<file path="src/rtl/core/keyed_bit_partition_permute_top_macros.svh">
// Assertion macros used by the RTL that checks itself.
`ifndef KEYED_BIT_PARTITION_PERMUTE_TOP_MACROS_SVH
`define KEYED_BIT_PARTITION_PERMUTE_TOP_MACROS_SVH

// Same-cycle implication, sampled on the rising edge of clk outside reset.
`define KBPP_ASSERT_NOW(lbl, ante, cons, msg) \
	lbl: assert property (@(posedge clk) disable iff (!arst_n) (ante) |-> (cons)) \
		else $error(msg);

// Next-cycle implication, sampled on the rising edge of clk outside reset.
`define KBPP_ASSERT_NEXT(lbl, ante, cons, msg) \
	lbl: assert property (@(posedge clk) disable iff (!arst_n) (ante) |=> (cons)) \
		else $error(msg);

`endif

</file>
<file path="src/rtl/core/kbpp_pkg.sv">
package kbpp_pkg;

	localparam int unsigned ByteW = 8;

	// Sequencer states, one-hot.
	typedef enum logic [3:0] {
		ST_LOAD  = 4'b0001,
		ST_RDKEY = 4'b0010,
		ST_CHK   = 4'b0100,
		ST_BYTE  = 4'b1000
	} kbpp_state_t;

	// Strobes from the sequencer to the block store.
	typedef struct packed {
		logic wr_en;
		logic key_rd_en;
		logic byte_rd_en;
	} kbpp_mem_ctl_t;

endpackage

</file>
<file path="src/rtl/core/kbpp_store.sv">
module kbpp_store #(
	parameter int unsigned DEPTH = 64,
	parameter int unsigned AW    = 6
) (
	input  logic                    clk,
	input  kbpp_pkg::kbpp_mem_ctl_t ctl,
	input  logic [AW-1:0]           wr_addr,
	input  logic [7:0]              wr_byte,
	input  logic                    wr_key,
	input  logic [AW-1:0]           key_addr,
	input  logic [AW-1:0]           byte_addr,
	output logic                    key_rd,
	output logic [7:0]              byte_rd
);
	import kbpp_pkg::*;

	logic [ByteW-1:0] byte_mem [DEPTH];
	logic             key_mem  [DEPTH];
	logic [ByteW-1:0] byte_rd_q;
	logic             key_rd_q;

	// Both stores share the write address; reads hold their last value when not enabled.
	always_ff @(posedge clk) begin
		if (ctl.wr_en) begin
			byte_mem[wr_addr] <= wr_byte;
			key_mem[wr_addr]  <= wr_key;
		end
		if (ctl.key_rd_en) begin
			key_rd_q <= key_mem[key_addr];
		end
		if (ctl.byte_rd_en) begin
			byte_rd_q <= byte_mem[byte_addr];
		end
	end

	assign key_rd  = key_rd_q;
	assign byte_rd = byte_rd_q;

endmodule

</file>
<file path="src/rtl/core/keyed_bit_partition_permute_top.sv">
// Channel  Direction  Payload
// s_*      in         tdata[7:0] data_byte, tuser key_bit, tlast last
// m_*      out        tdata[7:0] out_byte, tuser[0] out_key_bit, tuser[1] truncated, tlast
// cfg_*    in         cfg_data mode (0 forward partition, 1 inverse restore)
//
// Items are stored as they are loaded; the block is emitted after the last item.
// Forward mode scans the key store twice, once for each key value, and skips the
// entries that do not match the pass. The single key read port and the registered
// reads of the stores set the pace of both modes.
// Reset clears the counters and the sequencer; the stores are not cleared.
// A stalled output holds in the output register; the sequencer waits behind it.
`include "keyed_bit_partition_permute_top_macros.svh"

module keyed_bit_partition_permute_top #(
	parameter int unsigned MAX_LEN = 64
) (
	input  logic       clk,
	input  logic       arst_n,
	input  logic       s_tvalid,
	output logic       s_tready,
	input  logic [7:0] s_tdata,   // [7:0] data_byte
	input  logic       s_tuser,   // [0] key_bit
	input  logic       s_tlast,
	output logic       m_tvalid,
	input  logic       m_tready,
	output logic [7:0] m_tdata,   // [7:0] out_byte
	output logic [1:0] m_tuser,   // [0] out_key_bit, [1] truncated
	output logic       m_tlast,
	input  logic       cfg_valid,
	output logic       cfg_ready,
	input  logic       cfg_data
);
	import kbpp_pkg::*;

	localparam int unsigned AW = $clog2(MAX_LEN);
	localparam int unsigned CW = $clog2(MAX_LEN + 1);
	localparam logic [CW-1:0] MaxCount = CW'(MAX_LEN);
	localparam logic [CW-1:0] One = CW'(1);

	kbpp_state_t   state_q;
	kbpp_mem_ctl_t ctl;

	logic          mode_q;
	logic [CW-1:0] cnt_q, zcnt_q;
	logic          ovf_q;
	logic [CW-1:0] n_q, z_q, idx_q, emit_q, lo_q, hi_q;
	logic          pass_q, blk_mode_q, blk_ovf_q;
	logic          cur_key_q;
	logic          m_valid_q, m_key_q, m_trunc_q, m_last_q;
	logic [7:0]    m_byte_q;

	logic          load_fire, room, match, at_end, done_adv, out_free, adv, out_load;
	logic          key_rd;
	logic [7:0]    byte_rd;
	logic [CW-1:0] next_idx, src, z_next;
	logic [AW-1:0] key_addr, byte_addr;

	assign s_tready  = (state_q == ST_LOAD);
	assign cfg_ready = 1'b1;
	assign load_fire = s_tvalid & s_tready;
	assign room      = (cnt_q != MaxCount);
	assign z_next    = zcnt_q + CW'(room & ~s_tuser);

	// Forward mode only emits entries whose key matches the current pass.
	assign match    = blk_mode_q | (key_rd == pass_q);
	assign at_end   = (idx_q == n_q - One);
	assign done_adv = at_end & (blk_mode_q | pass_q);
	assign next_idx = at_end ? '0 : idx_q + One;
	assign src      = key_rd ? hi_q : lo_q;
	assign out_free = ~m_valid_q | m_tready;
	assign out_load = (state_q == ST_BYTE) & out_free;
	assign adv      = ((state_q == ST_CHK) & ~match) | out_load;

	assign ctl.wr_en      = load_fire & room;
	assign ctl.key_rd_en  = (state_q == ST_RDKEY) | (adv & ~done_adv);
	assign ctl.byte_rd_en = (state_q == ST_CHK) & match;
	assign key_addr  = (state_q == ST_RDKEY) ? idx_q[AW-1:0] : next_idx[AW-1:0];
	assign byte_addr = blk_mode_q ? src[AW-1:0] : idx_q[AW-1:0];

	kbpp_store #(
		.DEPTH(MAX_LEN),
		.AW   (AW)
	) u_store (
		.clk      (clk),
		.ctl      (ctl),
		.wr_addr  (cnt_q[AW-1:0]),
		.wr_byte  (s_tdata),
		.wr_key   (s_tuser),
		.key_addr (key_addr),
		.byte_addr(byte_addr),
		.key_rd   (key_rd),
		.byte_rd  (byte_rd)
	);

	always_ff @(posedge clk or negedge arst_n) begin
		if (!arst_n) begin
			mode_q <= 1'b0;
		end else if (cfg_valid) begin
			mode_q <= cfg_data;
		end
	end

	always_ff @(posedge clk or negedge arst_n) begin
		if (!arst_n) begin
			state_q    <= ST_LOAD;
			cnt_q      <= '0;
			zcnt_q     <= '0;
			ovf_q      <= 1'b0;
			n_q        <= '0;
			z_q        <= '0;
			idx_q      <= '0;
			emit_q     <= '0;
			lo_q       <= '0;
			hi_q       <= '0;
			pass_q     <= 1'b0;
			blk_mode_q <= 1'b0;
			blk_ovf_q  <= 1'b0;
		end else begin
			case (state_q)
				ST_LOAD: begin
					if (load_fire) begin
						if (s_tlast) begin
							n_q        <= room ? cnt_q + One : cnt_q;
							z_q        <= z_next;
							blk_ovf_q  <= ovf_q | ~room;
							blk_mode_q <= mode_q;
							idx_q      <= '0;
							emit_q     <= '0;
							pass_q     <= 1'b0;
							lo_q       <= '0;
							hi_q       <= z_next;
							cnt_q      <= '0;
							zcnt_q     <= '0;
							ovf_q      <= 1'b0;
							state_q    <= ST_RDKEY;
						end else if (room) begin
							cnt_q  <= cnt_q + One;
							zcnt_q <= z_next;
						end else begin
							ovf_q <= 1'b1;
						end
					end
				end
				ST_RDKEY: begin
					state_q <= ST_CHK;
				end
				ST_CHK: begin
					if (match) begin
						if (blk_mode_q) begin
							if (key_rd) begin
								hi_q <= hi_q + One;
							end else begin
								lo_q <= lo_q + One;
							end
						end
						state_q <= ST_BYTE;
					end
				end
				ST_BYTE: begin
					if (out_free) begin
						emit_q <= emit_q + One;
					end
				end
				default: begin
					state_q <= ST_LOAD;
				end
			endcase

			// Step to the next stored position, wrapping into the second forward pass.
			if (adv) begin
				if (done_adv) begin
					state_q <= ST_LOAD;
				end else begin
					idx_q   <= next_idx;
					state_q <= ST_CHK;
					if (at_end) begin
						pass_q <= 1'b1;
					end
				end
			end
		end
	end

	always_ff @(posedge clk) begin
		if ((state_q == ST_CHK) && match) begin
			cur_key_q <= key_rd;
		end
		if (out_load) begin
			m_byte_q  <= byte_rd;
			m_key_q   <= cur_key_q;
			m_trunc_q <= blk_ovf_q;
			m_last_q  <= (emit_q == n_q - One);
		end
	end

	always_ff @(posedge clk or negedge arst_n) begin
		if (!arst_n) begin
			m_valid_q <= 1'b0;
		end else if (out_load) begin
			m_valid_q <= 1'b1;
		end else if (m_tready) begin
			m_valid_q <= 1'b0;
		end
	end

	assign m_tvalid = m_valid_q;
	assign m_tdata  = m_byte_q;
	assign m_tuser  = {m_trunc_q, m_key_q};
	assign m_tlast  = m_last_q;

	`KBPP_ASSERT_NOW(a_fill_bound, 1'b1, cnt_q <= MaxCount, "item count beyond store depth")
	`KBPP_ASSERT_NOW(a_emit_bound, state_q == ST_BYTE, emit_q < n_q, "too many results")
	`KBPP_ASSERT_NOW(a_inv_ptrs, (state_q != ST_LOAD) && blk_mode_q, (lo_q <= z_q) && (hi_q <= n_q), "inverse source pointer out of its partition")
	`KBPP_ASSERT_NEXT(a_out_hold, m_valid_q && !m_tready, m_valid_q, "pending result dropped")

endmodule

</file>
<file path="config.mk">
export PLATFORM = sky130hd
export DESIGN_NAME = keyed_bit_partition_permute_top
export DESIGN_NICKNAME = d
export VERILOG_FILES = /design/src/rtl/core/kbpp_pkg.sv /design/src/rtl/core/kbpp_store.sv /design/src/rtl/core/keyed_bit_partition_permute_top.sv
export VERILOG_INCLUDE_DIRS = /design/src /design/src/rtl/core
export SDC_FILE = /design/constraint.sdc
export NUM_CORES = 1
export LEC_CHECK = 0
export BUFFER_PORTS_ARGS = -buffer_cell sky130_fd_sc_hd__buf_2
export CELL_PAD_IN_SITES_DETAIL_PLACEMENT = 1
export CELL_PAD_IN_SITES_GLOBAL_PLACEMENT = 1
export CORE_UTILIZATION = 49
export CTS_CLUSTER_DIAMETER = 200
export DETAILED_ROUTE_END_ITERATION = 12
export GPL_TIMING_DRIVEN = 0
export PLACE_DENSITY = 0.8
export SLEW_MARGIN = 20
export SYNTH_ARGS = -nofsm -noshare
export SYNTH_HDL_FRONTEND = slang
export SYNTH_HIERARCHICAL = 1
export SYNTH_SLANG_ARGS = --single-unit
</file>
<file path="constraint.sdc">
create_clock -name clk -period 4.35 [get_ports clk]
set_input_delay 0.435 -clock clk [delete_from_list [all_inputs] [get_ports clk]]
set_output_delay 0.435 -clock clk [all_outputs]
set_load 0.02 [all_outputs]
</file>
==> results.yml <==
hold_path:
  hp-class: "input port to flop"
synth:
  async_reset_ff_share_pct: 8.58
  yosysWarnings: 6
  seq_area_frac_synth_pct: 72.9
  synth_cell_types: 71
  synth_edf_count: 597
  synth_nets: 1428
  syn_area_um2: 26500
  ys_dominant_reg_cell: "edfxtp_1"
  avgSynthCellArea_um2: 18.9
  synth.ff_latch_count: 653
  synth_cells: 1403
critical_path:
  crit_path_end_kind: "flop"
  arrival_ns: 4.43
  path_class: "flop to flop"
  cp-start-kind: "flop"
  rrSetupSlack_ns: 0.12
  crit_fanout: 9
  critPathRequiredTime_ns: 4.55
drt:
  dr_wl_met3_um: 5590
  top_layer: "met4"
  firstDrtPassIters: 5
  ant_nets: 0
  dr_wl_met2_um: 33900
  detail_route.vias_per_cell: 6.40
  finalWirelength_um: 70200
  routedWlPerCell_um: 31.3
  vias: 14300
  drc_errors: 0
  wl_met1_um: 27700
  drt_iter0_markers: 1590
cells_and_area:
  multi_input_area_um2: 6760
  drive_gt1_share_pct: 23.2
  seq_area_um2: 19300
  fillCellCount: 4708
  fin_area_um2: 29800
  diodes: 0
  final_core_util_pct: 56.3
  nets: 1528
  areaGrowthSynthToFinish_pct: 12.5
timing:
  fmax_mhz: 236
  setup_viol: 0
  rsz0062_at_grt: "false"
  drv_slew: 0
  slew_headroom_pct: 23.8
  skew_ns: 0.0232
  period_share_pct: 97.3
  period_needed_ns: 4.23
  worstMarginPinSlew_ns: 1.14
  hold_viol: 0
global_routing:
  grt_use_total_pct: 26.4
  grt_max_degree: 66
  overflow: 0
  antenna_found_initial: 0
  first_global_vias: 15000
  grt_pass1_wl_um: 103000
cts:
  cts_tree: "yes"
  cts_root_buf: "clkbuf_16"
  h-tree-depth: 3
  cts_sinks: 653
  clk_path_buf_depth: 3
  numCtsBuffers: 67
  path_clk_slew_ns: 0.06
  clock_latency_ns: 0.60
die:
  boundaryPins: 30
  fp.dieW_um: 235
  start_util_pct: 50.0
  coreArea_um2: 53000
  die_h_um: 235
  rows: 84
  die-area_um2: 55000
placed_design:
  dp_hpwl_um: 44800
  numPortBuffers: 28
  routabilityCongestion: 0.915
  place_area_um2: 27500
pwr:
  worst_ir_drop_vdd_uv: 290
  power.total_w: 0.0163
  power_density_nw_per_um2: 545
  leakagePower_nw: 9.57
outcome:
  status: "finished, final reports clean"
flow_run:
  max-cap-violations: 0
## state kept, by name (all words and copies together) (netlist names), 4 cells and up
| register | count |
|---|---|
| u_store/byte_mem | 512 |
| u_store/key_mem | 64 |
| m_tdata | 8 |
| u_store/byte_rd | 8 |
| cnt_q | 7 |
| emit_q | 7 |
| idx_q | 7 |
| n_q | 7 |
| hi_q | 6 |
| lo_q | 6 |
| zcnt_q | 6 |
| state_q | 4 |
## cell families (layout without fill, tap and decap cells)
kind of cell	Yosys count	after routing	synth area share, %
mux	197	197	14.7
simple gates	270	270	5.10
buf+inv	85	234	1.74
flops	653	653	72.9
fa+ha+maj	9	9	0.425
xor+xnor	39	39	1.45
other cells	1	1	0.0141
compound gates	149	149	3.62
## through the flow
stage / setup WS, ns / cells / hold slack, ns / setup TNS, ns
after floorplan: 0.751 / 1403 / 0.139 / 0
after global placement: -0.687 / 2119 / 0.407 / -0.687
after detailed placement: -0.743 / 2120 / 0.407 / -0.743
after CTS: 0.0851 / 2240 / 0.0448 / 0
after global routing: 0.00944 / 2240 / 0.0736 / 0
final: 0.118 / 2240 / 0.0786 / 0
## critical path: stages, from the launching register on
cell and delay (ns):
dfstp_2 0.61, nor4b_4 0.49, nand2_1 0.31, nor2_1 0.35
nor2b_1 0.34, nand3_1 0.63, nor2_1 1.10
## placed cells by master, fill, tap and decap left out, types with 9 or more instances in the layout
| cell type | instances |
|---|---|
| edfxtp_1 | 597 |
| mux4_2 | 154 |
| nor2_1 | 104 |
| clkbuf_16 | 69 |
| dfrtp_1 | 55 |
| nand2_1 | 54 |
| o21ai_0 | 44 |
| buf_2 | 40 |
| clkbuf_1 | 40 |
| mux2i_1 | 36 |
| nand3_1 | 28 |
| buf_4 | 24 |
| xnor2_1 | 21 |
| xor2_1 | 15 |
| a21oi_1 | 15 |
| nor2b_1 | 14 |
| o21ai_1 | 14 |
| o22ai_1 | 13 |
| clkinv_2 | 11 |
| buf_6 | 10 |
| nor3_1 | 10 |
| nand2b_1 | 10 |
| inv_1 | 9 |
| a211oi_1 | 9 |
| ha_1 | 9 |
| bufinv_16 | 9 |
## power breakdown
group | internal, W | switching (W)
sequential | 0.00695 | 0.0000702
combinational | 0.00138 | 0.00203
clock | 0.00347 | 0.00236
## path summary, 6_finish.rpt
path	to	start	cells past startpoint
hold reg to reg	m_tdata[1]$_DFFE_PP_	u_store/byte_rd[1]$_DFFE_PP_	0
min in group asynchronous	lo_q[3]$_DFFE_PN0P_	arst_n	2
setup / recovery	u_store/byte_mem[61][1]$_DFFE_PP_	state_q[0]$_DFFE_PN1P_	6
max in group asynchronous	cnt_q[4]$_DFFE_PN0P_	arst_n	2
setup reg to reg	u_store/byte_mem[61][1]$_DFFE_PP_	state_q[0]$_DFFE_PN1P_	6
hold / removal	mode_q$_DFFE_PN0P_	cfg_data	2
## timing repair
| action | 4_1_cts | 5_1_grt |
|---|---|---|
| pin swaps | 1 | 0 |
| resized for setup | 8 | 6 |
| buffers inserted | 1 | 0 |
| hold endpoints to repair | 55 | 0 |
| setup endpoints to repair | 1 | 2 |
| gates cloned | 0 | 0 |
| hold buffers | 1 | 0 |
## layout make-up
| class | count | area share [%] |
|---|---|---|
| sequential | 653 | 64.8 |
| multi-input combinational | 665 | 22.7 |
| clock buffer | 85 | 6.02 |
| tap | 688 | 2.89 |
| buffer | 75 | 1.47 |
| clock inverter | 33 | 1.36 |
| timing repair buffer | 31 | 0.671 |
| inverter | 10 | 0.126 |
## cells in the mapped netlist (9+ instances only)
cell type / number / area share, %
nand2b_1: 10 / 0.24
edfxtp_1: 597 / 68
buf_2: 23 / 0.43
xor2_1: 15 / 0.50
clkbuf_1: 26 / 0.37
buf_6: 9 / 0.38
mux2i_1: 37 / 1.4
dfrtp_1: 55 / 5.2
nand2_1: 54 / 0.76
a211oi_1: 9 / 0.25
o22ai_1: 13 / 0.31
o21ai_0: 45 / 0.85
inv_1: 9 / 0.13
nand3_1: 28 / 0.53
nor2b_1: 14 / 0.33
nor3_1: 10 / 0.19
mux4_2: 154 / 13
nor2_1: 106 / 1.5
ha_1: 9 / 0.42
o21ai_1: 14 / 0.26
buf_4: 12 / 0.34
xnor2_1: 21 / 0.69
a21oi_1: 15 / 0.28
## metal layers
layer	vias to the layer above	GRT usage, %
met1	7611	35.2
met3	165	5.40
met2	702	42.5
met5	-	0
li1	5859	-
met4	0	11.4
Note: power is estimated with default switching activity, not from simulation.
